--- src/sv/ppsc_pkg.sv ---
package ppsc_pkg;

  localparam int NUM_SLOTS = 16;
  localparam int SLOT_W    = 4;
  localparam int COUNT_W   = 5;
  localparam int TIME_W    = 16;
  localparam int PRIO_W    = 8;
  localparam int ADDR_W    = 3;
  localparam int DATA_W    = 32;

  localparam logic [TIME_W-1:0] TIME_MAX = {TIME_W{1'b1}};

  // register index of task_count
  localparam logic [0:0] REG_TASK_COUNT = 1'b0;

  // opcodes
  localparam logic OP_LOAD = 1'b0;
  localparam logic OP_TICK = 1'b1;

  // slot load request broadcast to every cell
  typedef struct packed {
    logic              valid;
    logic [SLOT_W-1:0] slot;
    logic [TIME_W-1:0] arrival;
    logic [TIME_W-1:0] burst;
    logic [PRIO_W-1:0] prio;
  } load_req_t;

  // grant broadcast at end of a tick
  typedef struct packed {
    logic              valid;
    logic [SLOT_W-1:0] slot;
  } grant_t;

  // best candidate so far, handed from cell to cell
  typedef struct packed {
    logic              found;
    logic [SLOT_W-1:0] slot;
    logic [PRIO_W-1:0] prio;
    logic [TIME_W-1:0] remaining;
    logic [TIME_W-1:0] arrival;
    logic [TIME_W-1:0] burst;
    logic              started;
    logic [1:0]        nwork;   // slots with work: 0, 1, or 2 meaning two or more
  } cand_t;

endpackage

--- src/sv/preemptive_priority_scheduler_core.sv ---
// Channel   Direction  Handshake              Payload
// in        request    in_valid / in_stall    opcode, slot, arrival_time, burst_time,
//                                             priority_level
// out       result     out_valid / out_stall  current_time ... all_done
// cfg       APB        psel/penable/pready    task_count at byte address 0
//
// A load request gives no result. A tick request walks a candidate through the
// 16-cell chain, one cell per cycle, then commits the grant.
// Reset (rst, synchronous) clears the tick counter, previous slot, task_count
// and the handshake; slot contents are undefined until loaded.
// A waiting result sits in the output register; the next tick may scan
// meanwhile and only holds at its commit step while out_stall is high.
module preemptive_priority_scheduler_core
  import ppsc_pkg::*;
(
  input  logic               clk,
  input  logic               rst,
  // request channel
  input  logic               in_valid,
  output logic               in_stall,
  input  logic               opcode,
  input  logic [SLOT_W-1:0]  slot,
  input  logic [TIME_W-1:0]  arrival_time,
  input  logic [TIME_W-1:0]  burst_time,
  input  logic [PRIO_W-1:0]  priority_level,
  // result channel
  output logic               out_valid,
  input  logic               out_stall,
  output logic [TIME_W-1:0]  current_time,
  output logic [SLOT_W-1:0]  running_slot,
  output logic               idle,
  output logic               switched,
  output logic               first_dispatch,
  output logic               finished,
  output logic [TIME_W-1:0]  turnaround,
  output logic [TIME_W-1:0]  waiting,
  output logic               all_done,
  // configuration
  input  logic               psel,
  input  logic               penable,
  input  logic               pwrite,
  input  logic [ADDR_W-1:0]  paddr,
  input  logic [DATA_W-1:0]  pwdata,
  output logic [DATA_W-1:0]  prdata,
  output logic               pready
);

  typedef enum logic [2:0] {
    ST_IDLE   = 3'b001,
    ST_SCAN   = 3'b010,
    ST_FINISH = 3'b100
  } state_t;

  localparam int CNT_W = $clog2(NUM_SLOTS);
  localparam logic [COUNT_W-1:0] COUNT_MAX = COUNT_W'(NUM_SLOTS);

  state_t             state;
  state_t             state_next;
  logic [CNT_W-1:0]   scan_cnt;
  logic [COUNT_W-1:0] task_count;
  logic [COUNT_W-1:0] count_eff;
  logic [TIME_W-1:0]  tick;
  logic [SLOT_W:0]    prev_slot;

  logic      in_accept;
  logic      commit;
  load_req_t load;
  grant_t    grant;
  cand_t     chain [NUM_SLOTS+1];
  cand_t     best;

  logic              fin;
  logic [TIME_W-1:0] comp;
  logic [TIME_W-1:0] turn;
  logic [TIME_W-1:0] wait_t;
  logic              done;

  // configuration port
  assign pready = 1'b1;

  always_ff @(posedge clk) begin
    if (rst) begin
      task_count <= '0;
    end else if (psel && penable && pwrite && paddr[ADDR_W-1] == REG_TASK_COUNT) begin
      task_count <= pwdata[COUNT_W-1:0];
    end
  end

  always_comb begin
    prdata = '0;
    if (paddr[ADDR_W-1] == REG_TASK_COUNT) begin
      prdata = DATA_W'(task_count);
    end
  end

  assign count_eff = (task_count > COUNT_MAX) ? COUNT_MAX : task_count;

  // request handshake
  assign in_stall  = (state != ST_IDLE);
  assign in_accept = in_valid && !in_stall;

  always_comb begin
    load.valid   = in_accept && (opcode == OP_LOAD);
    load.slot    = slot;
    load.arrival = arrival_time;
    load.burst   = burst_time;
    load.prio    = priority_level;
  end

  // chain of slot cells, head fed with an empty candidate
  always_comb begin
    chain[0] = '0;
  end

  for (genvar g = 0; g < NUM_SLOTS; g++) begin : g_cell
    ppsc_cell u_cell (
      .clk      (clk),
      .idx      (SLOT_W'(g)),
      .count    (count_eff),
      .now      (tick),
      .load     (load),
      .grant    (grant),
      .cand_in  (chain[g]),
      .cand_out (chain[g+1])
    );
  end

  assign best = chain[NUM_SLOTS];

  // sequencer
  assign commit = (state == ST_FINISH) && (!out_valid || !out_stall);

  always_comb begin
    state_next = state;
    case (state)
      ST_IDLE: begin
        if (in_accept && opcode == OP_TICK) state_next = ST_SCAN;
      end
      ST_SCAN: begin
        if (scan_cnt == CNT_W'(NUM_SLOTS - 1)) state_next = ST_FINISH;
      end
      ST_FINISH: begin
        if (commit) state_next = ST_IDLE;
      end
      default: state_next = ST_IDLE;
    endcase
  end

  always_ff @(posedge clk) begin
    if (rst) begin
      state    <= ST_IDLE;
      scan_cnt <= '0;
    end else begin
      state <= state_next;
      if (state == ST_SCAN) begin
        scan_cnt <= scan_cnt + CNT_W'(1);
      end else begin
        scan_cnt <= '0;
      end
    end
  end

  // grant back to the cells
  always_comb begin
    grant.valid = commit && best.found;
    grant.slot  = best.slot;
  end

  // result fields
  always_comb begin
    fin    = best.found && (best.remaining == TIME_W'(1));
    comp   = (tick != TIME_MAX) ? tick + TIME_W'(1) : TIME_MAX;
    turn   = comp - best.arrival;
    wait_t = (turn >= best.burst) ? turn - best.burst : '0;
    done   = (best.nwork == 2'd0) || (best.nwork == 2'd1 && fin);
  end

  // tick counter and previous grant
  always_ff @(posedge clk) begin
    if (rst) begin
      tick      <= '0;
      prev_slot <= '1;
    end else if (commit) begin
      if (tick != TIME_MAX) tick <= tick + TIME_W'(1);
      prev_slot <= best.found ? {1'b0, best.slot} : '1;
    end
  end

  // output register
  always_ff @(posedge clk) begin
    if (rst) begin
      out_valid <= 1'b0;
    end else if (commit) begin
      out_valid <= 1'b1;
    end else if (!out_stall) begin
      out_valid <= 1'b0;
    end
  end

  always_ff @(posedge clk) begin
    if (commit) begin
      current_time   <= tick;
      running_slot   <= best.found ? best.slot : '0;
      idle           <= !best.found;
      switched       <= best.found && (prev_slot != {1'b0, best.slot});
      first_dispatch <= best.found && !best.started;
      finished       <= fin;
      turnaround     <= fin ? turn : '0;
      waiting        <= fin ? wait_t : '0;
      all_done       <= done;
    end
  end

endmodule

--- src/sv/ppsc_cell.sv ---
module ppsc_cell
  import ppsc_pkg::*;
(
  input  logic               clk,
  input  logic [SLOT_W-1:0]  idx,
  input  logic [COUNT_W-1:0] count,
  input  logic [TIME_W-1:0]  now,
  input  load_req_t          load,
  input  grant_t             grant,
  input  cand_t              cand_in,
  output cand_t              cand_out
);

  logic [TIME_W-1:0] arrival;
  logic [TIME_W-1:0] burst;
  logic [TIME_W-1:0] remaining;
  logic [PRIO_W-1:0] prio;
  logic              started;

  logic  part;
  logic  has_work;
  logic  elig;
  logic  take;
  cand_t cand_next;

  // slot state: load overwrites, grant consumes one tick of work
  always_ff @(posedge clk) begin
    if (load.valid && load.slot == idx) begin
      arrival   <= load.arrival;
      burst     <= load.burst;
      remaining <= load.burst;
      prio      <= load.prio;
      started   <= 1'b0;
    end else if (grant.valid && grant.slot == idx) begin
      remaining <= remaining - TIME_W'(1);
      started   <= 1'b1;
    end
  end

  // compare against the candidate coming up the chain
  always_comb begin
    part     = {1'b0, idx} < count;
    has_work = part && (remaining != '0);
    elig     = has_work && (arrival <= now);
    take     = elig && (!cand_in.found || prio < cand_in.prio);
    cand_next = cand_in;
    if (take) begin
      cand_next.found     = 1'b1;
      cand_next.slot      = idx;
      cand_next.prio      = prio;
      cand_next.remaining = remaining;
      cand_next.arrival   = arrival;
      cand_next.burst     = burst;
      cand_next.started   = started;
    end
    if (cand_in.nwork == 2'd2) begin
      cand_next.nwork = 2'd2;
    end else begin
      cand_next.nwork = cand_in.nwork + {1'b0, has_work};
    end
  end

  always_ff @(posedge clk) begin
    cand_out <= cand_next;
  end

endmodule
--- config.mk ---
export PLATFORM = sky130hd
export DESIGN_NAME = preemptive_priority_scheduler_core
export DESIGN_NICKNAME = d
export VERILOG_FILES = /design/src/sv/ppsc_pkg.sv /design/src/sv/preemptive_priority_scheduler_core.sv /design/src/sv/ppsc_cell.sv
export SDC_FILE = /design/constraint.sdc
export NUM_CORES = 2
export LEC_CHECK = 0
export ABC_AREA = 0
export BUFFER_PORTS_ARGS = -buffer_cell sky130_fd_sc_hd__buf_2
export CORE_MARGIN = 2
export CORE_UTILIZATION = 47
export DETAILED_ROUTE_END_ITERATION = 10
export MAX_ROUTING_LAYER = met4
export PLACE_DENSITY = 0.66
export SLEW_MARGIN = 20
export SYNTH_ARGS = -nofsm -noshare
export SYNTH_HDL_FRONTEND = slang
export SYNTH_SLANG_ARGS = --single-unit
--- constraint.sdc ---
create_clock -name clk -period 8.5 [get_ports clk]
set_clock_uncertainty 0.1 [all_clocks]
set_input_delay 0.425 -clock clk [delete_from_list [all_inputs] [get_ports clk]]
set_output_delay 0.425 -clock clk [all_outputs]
set_load 0.005 [all_outputs]
=== Yosys cells after proc, flatten, opt, wreduce, memory -nomap -nowiden ===
Index checks and enable logic that the tools add are counted.
Widths: inputs -> output; s select.

* Bits in registers: 2018
* Output and inout port bits: 92
* Input port bits: 87
* Word-level logic and storage cells: 591
* Latch bits: 0
* RAM bits: 0
* Memories kept: 0
* Bits in read-only memories: 0

* Reductions and logical operators: 167
* Shift operators: 0
* Order comparisons: 49
* Multiplexer cells: 58
* Add/sub/neg operators: 35
* Multipliers: 0
* Divide/modulo/power cells: 0
* Equal/unequal tests: 57
* Bitwise logic cells: 3

{| class="wikitable"
|+ Operators with widths
! cell !! count
|-
| $mux 57 || 14
|-
| $mux 16 || 33
|-
| $le 16x16->1 || 16
|-
| $reduce_bool 16->1 || 16
|-
| $sub 16x1->16 const B || 16
|-
| $lt 8x8->1 || 15
|-
| $logic_and 1x1->1 || 91
|-
| $eq 4x4->1 const B || 17
|-
| $mux 62 || 1
|-
| $mux 49 || 1
|-
| $lt 4x5->1 const A || 8
|-
| $eq 4x3->1 const B || 8
|-
| $reduce_bool 2->1 || 16
|-
| $sub 16x16->16 || 2
|-
| $add 2x1->2 || 14
|-
| $eq 2x2->1 const B || 14
|-
| $logic_not 1->1 || 20
|-
| $lt 3x5->1 const A || 4
|-
| $logic_or 1x1->1 || 17
|-
| $add 16x1->16 const B || 1
|-
| $eq 16x1->1 const B || 1
|-
| $eq 4x2->1 const B || 4
|-
| $ge 16x16->1 || 1
|-
| $ne 16x16->1 const B || 1
|-
| 24 further kinds || 38
|}

=== Depth between registers and ports, before layout ===
* Depth in word-level cells: 7
* Depth in mapped cells: 22
* Depth with buffers taken out: 21

=== By module ===
From an unflattened synthesis, not the netlist that was laid out.

* Cell total of the unflattened synthesis: 6553
* Area total of the unflattened synthesis: 90220.3 sq um

{| class="wikitable"
|+ By module, submodules not included
! module !! area an instance (sq um) !! times used !! seq. area each (sq um) !! cells an instance
|-
| ppsc_cell at g_cell[0].u_cell ... || 5280.1 || 14 || 2982.9 || 372
|-
| ppsc_cell at g_cell[8].u_cell ... || 5277.6 || 2 || 2982.9 || 371
|-
| preemptive_priority_scheduler_core || 5744.3 || 1 || 2392.3 || 603
|}

=== Worst setup path before layout ===
OpenSTA, ideal clock, no wires.

* Kind: reg-to-reg
* Start: register tick[0]
* End: register waiting[10] (data pin)
* Cell stages (with the launch flop): 23
* Clock period less this slack: 5655 ps
* Slack: 2845 ps
* Arrival time: 5285 ps
* Required time: 8130 ps
* Setup time: 270 ps
* Cell sequence: dfxtp_1 ha_1 nand3_1 nor2_1 nand4_1 clkbuf_1 buf_1 nand2_1 ha_1 o21a_1 o31ai_1 a21oi_1 o21ai_0 nor3b_1 nor2_1 ha_1 a21oi_1 o31ai_1 a21oi_1 o21ai_0 a311oi_1 clkbuf_1 nor3_1

* Word-level cells in the longest chain between the ends: 5

{| class="wikitable"
|+ Ends and longest elaborated chain
! item !! RTL line !! text
|-
| start, declared || preemptive_priority_scheduler_core.sv:62 || <nowiki>logic [TIME_W-1:0] tick;</nowiki>
|-
| start signal, assigned || preemptive_priority_scheduler_core.sv:184 || <nowiki>if (tick != TIME_MAX) tick <= tick + TIME_W'(1);</nowiki>
|-
| $add 16x1->16 or $ne 16x16->1 (tied branches) || preemptive_priority_scheduler_core.sv:172 || <nowiki>comp = (tick != TIME_MAX) ? tick + TIME_W'(1) : TIME_MAX;</nowiki>
|-
| $mux 16 (*) || preemptive_priority_scheduler_core.sv:172 ||
|-
| $sub 16x16->16 (*) || preemptive_priority_scheduler_core.sv:173 || <nowiki>turn = comp - best.arrival;</nowiki>
|-
| named net turn[7] || preemptive_priority_scheduler_core.sv:74 || <nowiki>logic [TIME_W-1:0] turn;</nowiki>
|-
| $ge 16x16->1 || preemptive_priority_scheduler_core.sv:174 || <nowiki>wait_t = (turn >= best.burst) ? turn - best.burst : '0;</nowiki>
|-
| $reduce_and 2->1 (no source line) || - ||
|-
| end signal, assigned || preemptive_priority_scheduler_core.sv:209 || <nowiki>waiting <= fin ? wait_t : '0;</nowiki>
|-
| end, declared || preemptive_priority_scheduler_core.sv:36 || <nowiki>output logic [TIME_W-1:0] waiting,</nowiki>
|}

Mark *: on every way through the listed nets, which the timed path passes. The rest lies on a longest branch.
A chain may end at the register's enable or synchronous reset.

=== Worst setup path in the final report ===
* Start: register tick[1]
* End: register waiting[9] (data pin)

Same word-level chain as after synthesis.

==> qor.csv <==
stage;metric;value;unit
clock_network;H-tree levels;4;
clock_network;CTS Buf Count;198;
sta;Slew @ Worst Pin;1.19;ns
global_routing;global-route wire length before repair;281000;um
global_routing;largest net degree at the start of global routing;74;
critical_path;critical path depth in cells;19;
placed_design;PortBufs;121;
sta;final worst path period need;6.51;ns
final_layout;area growth from synthesis to layout;12.7;%
final_layout;final core utilization;53.2;%
critical_path;FF-to-FF setup slack;1.99;ns
detailed_routing;DR pass1 iterations;5;
global_routing;remaining global-route overflow;0;
synthesis;Mapped Cells;6087;
detailed_routing;1st-iter DRT viols;3194;
sta;final setup TNS;0;ns
floorplanning;core area;169000;um^2
sta;Slew Limit Fails;0;
sta;Final setup viols;0;
final_layout;fill count;13988;
power;VDD IR-drop max;145;uV
clock_network;CTS tree;yes;
final_layout;nets;6821;
synthesis;area leader, netlist;edfxtp_1;
synthesis;synth warn;0;
outcome;status;finished clean;
critical_path;WP buf/inv;0;
synthesis;Post-synth ARST share;0;%
global_routing;GRT Total Usage;21.6;%
critical_path;critical path startpoint;tick[1]$_SDFFE_PP0P_;
detailed_routing;DR WL/cell;21.0;um
final_layout;most common cell after layout, fill and taps aside;dfxtp_1;
floorplanning;Starting Density;47.2;%
detailed_routing;vias per cell;5.40;
floorplanning;Die Wd;416;um
synthesis;Synth Area per Inst;13.1;um^2
power;LEAKAGE;33.8;nW
final_layout;share of post-route cells with drive strength above 1;21.7;%
detailed_routing;# DRC;0;
critical_path;RR Endpoint;waiting[9]$_SDFFCE_PN0P_;
final_layout;multi-input logic area;28500;um^2
synthesis;Top FF cell, synth;dfxtp_1;
clock_network;CTS resizes;0;
synthesis;number of synthesized flops with an enable pin;953;
final_layout;FF+latch area;49600;um^2
placed_design;Final HPWL DP;120000;um
critical_path;r2r startpoint;tick[1]$_SDFFE_PP0P_;
floorplanning;I/O Pins;179;
floorplanning;DIE AREA;173000;um^2
detailed_routing;Post-DRT Antenna Nets;0;
detailed_routing;total number of vias;47030;
synthesis;Seq/Total Area, Yosys;62.1;%
critical_path;Crit Path Max Fanout;16;
clock_network;Clock Sinks;2003;
critical_path;CP Capture Type;register;
detailed_routing;routed wire length;183000;um
power;PwrDens;228;nW/um^2
sta;fmax;0.154;GHz
critical_path;Setup crit end;waiting[9]$_SDFFCE_PN0P_;
floorplanning;die height;416;um
global_routing;vias in the first global route;47616;
clock_network;Clk Latency, worst-skew pair;0.84;ns
placed_design;RePlAce Congestion;0.845;
critical_path;CP top delay family;compound AO/OA/AOI/OAI gates;
critical_path;WS Path Type;register to register;
worst_hold_path;hold crit path type;input port to register;
sta;RSZ-0062 raised after global routing;no;
synthesis;Post-Syn Area;79900;um^2
clock_network;CTS Root Cell;clkbuf_16;
global_routing;initial antenna violation count;1;
final_layout;most frequent cells in the layout;dfxtp_1, edfxtp_1, mux2_2;
sta;max_slew headroom;21.0;%
critical_path;slowest CP cell;a311oi_4;
critical_path;WP data required;8.93;ns
synthesis;top cell type's share of synthesized area;35.8;%
synthesis;Synth cell types;77;
critical_path;FF-to-FF path depth;19;
synthesis;number of synthesized register bits;2003;
critical_path;Max stage delay on crit path;0.75;ns
sta;fin crit share;76.6;%
clock_network;register clock-pin slew on the reported worst setup and hold paths;0.06;ns
critical_path;CP cell instances;ha_1 > nand3_1 > nor2_1 > nand4_1 > nand2b_1 > ha_1 > nor2b_1 > o31ai_1 > a21oi_1 > o21ai_0 > nor3b_1 > nor2_1 > ha_1 > a21oi_1 > o31ai_1 > a21oi_1 > o21ai_0 > a311oi_4 > nor4b_1;
floorplanning;row count;151;
sta;final hold vios;0;
critical_path;CP startpoint kind;register;
clock_network;Bufs on Longest Clock Path;3;
critical_path;Worst EP arrival;6.94;ns
synthesis;synth top area cells;edfxtp_1, dfxtp_1, mux2_2;
job;maxcap violations;0;
## layout make-up
cell class,count,share of cell area [%]
Clock inverter,83,1.00
Inverter,262,1.09
Antenna cell,1,0.00278
Timing Repair Buffer,228,1.65
Sequential cell,2003,55.1
Tap cell,2218,3.08
Clock buffer,293,6.32
Multi-Input combinational cell,3614,31.7
## sequential cells by signal, indices dropped and copies added (netlist names), 128 cells and up
register                 cells
g_cell.u_cell.prio         128
g_cell.u_cell.arrival      256
g_cell.u_cell.remaining    256
g_cell.u_cell.burst        256
g_cell.u_cell.cand_out    1000
## report_power, final
part	leakage [nW]	internal, mW	total [mW]	switching, mW
combinational	13.3	0.510	1.16	0.647
sequential	17.2	10.5	10.6	0.169
clock	3.24	5.06	8.75	3.69
total	33.8	16.0	20.6	4.51
## metrics by stage
stage	setup WS, ns	hold WS, ns	std cells	area [um^2]	power, mW
after floorplan	2.84	0.286	6113	80000	11.6
after global placement	1.89	0.288	8293	83100	12.0
after detailed placement	1.82	0.295	8293	83100	12.0
after CTS	1.80	0.0221	8701	90000	20.7
after global routing	1.45	0.0821	8701	90000	21.3
final	1.99	0.0739	8702	90000	20.6
## Yosys cell counts (28+ instances only)
master and n:
a21o_1 67, a21oi_1 311, a31oi_1 31, buf_1 29
buf_4 28, clkbuf_1 162, dfxtp_1 1050, edfxtp_1 953
ha_1 425, inv_1 258, mux2_1 30, mux2_2 810
nand2_1 363, nand2b_1 39, nand3_1 66, nand4_1 69
nor2_1 268, nor2b_1 54, nor3_1 72, nor4_1 57
o211ai_1 28, o21ai_0 250, or2_2 34, or3_1 39
or4_1 44, xnor2_1 172, xor2_1 65
## how the worst min path moves through the flow
stage,depth (start not counted),slack (ns),endpoint,startpoint
2_1_floorplan,1,0.29,g_cell[3].u_cell.cand_out[59]$_SDFF_PP1_,g_cell[2].u_cell.cand_out[59]$_SDFF_PP0_
3_3_place_gp,1,0.29,g_cell[9].u_cell.cand_out[62]$_SDFF_PP1_,g_cell[8].u_cell.cand_out[62]$_SDFF_PP1_
3_5_place_dp,1,0.29,g_cell[9].u_cell.cand_out[62]$_SDFF_PP1_,g_cell[8].u_cell.cand_out[62]$_SDFF_PP1_
4_1_cts,3,0.02,g_cell[15].u_cell.started$_SDFFE_PP0P_,slot[3]
5_1_grt,4,0.08,task_count[4]$_SDFFE_PP0P_,pwrite
6_report,2,0.07,task_count[4]$_SDFFE_PP0P_,rst
## logic make-up (layout without fill, tap and decap cells)
group           count (synthesis)  count (layout)  synth area share (%)
buf+inv                       496             866                  2.50
other cells                     2              29               0.00940
compound gates                864             864                  6.50
xor+xnor                      237             237                  2.60
fa+ha+maj                     427             427                  6.71
simple gates                 1203            1203                  7.46
mux                           855             855                  12.1
flops                        2003            2003                  62.1
## routing by layer
| layer | up-vias | routed length (um) | track usage (%) |
|---|---|---|---|
| li1 | 22506 | - | - |
| met1 | 23195 | 83900 | 28.6 |
| met2 | 1048 | 86400 | 34.8 |
| met3 | 281 | 8180 | 2.92 |
| met4 | 0 | 4020 | 5.91 |
| met5 | - | 0 | - |
## what timing repair did
action | 4_1_cts | 5_1_grt
endpoints found under the hold margin | 347 | 0
setup buffers | 0 | 0
hold buffers | 32 | 0
setup endpoints to repair | 0 | 0
Note: power is estimated with default switching activity, not from simulation.
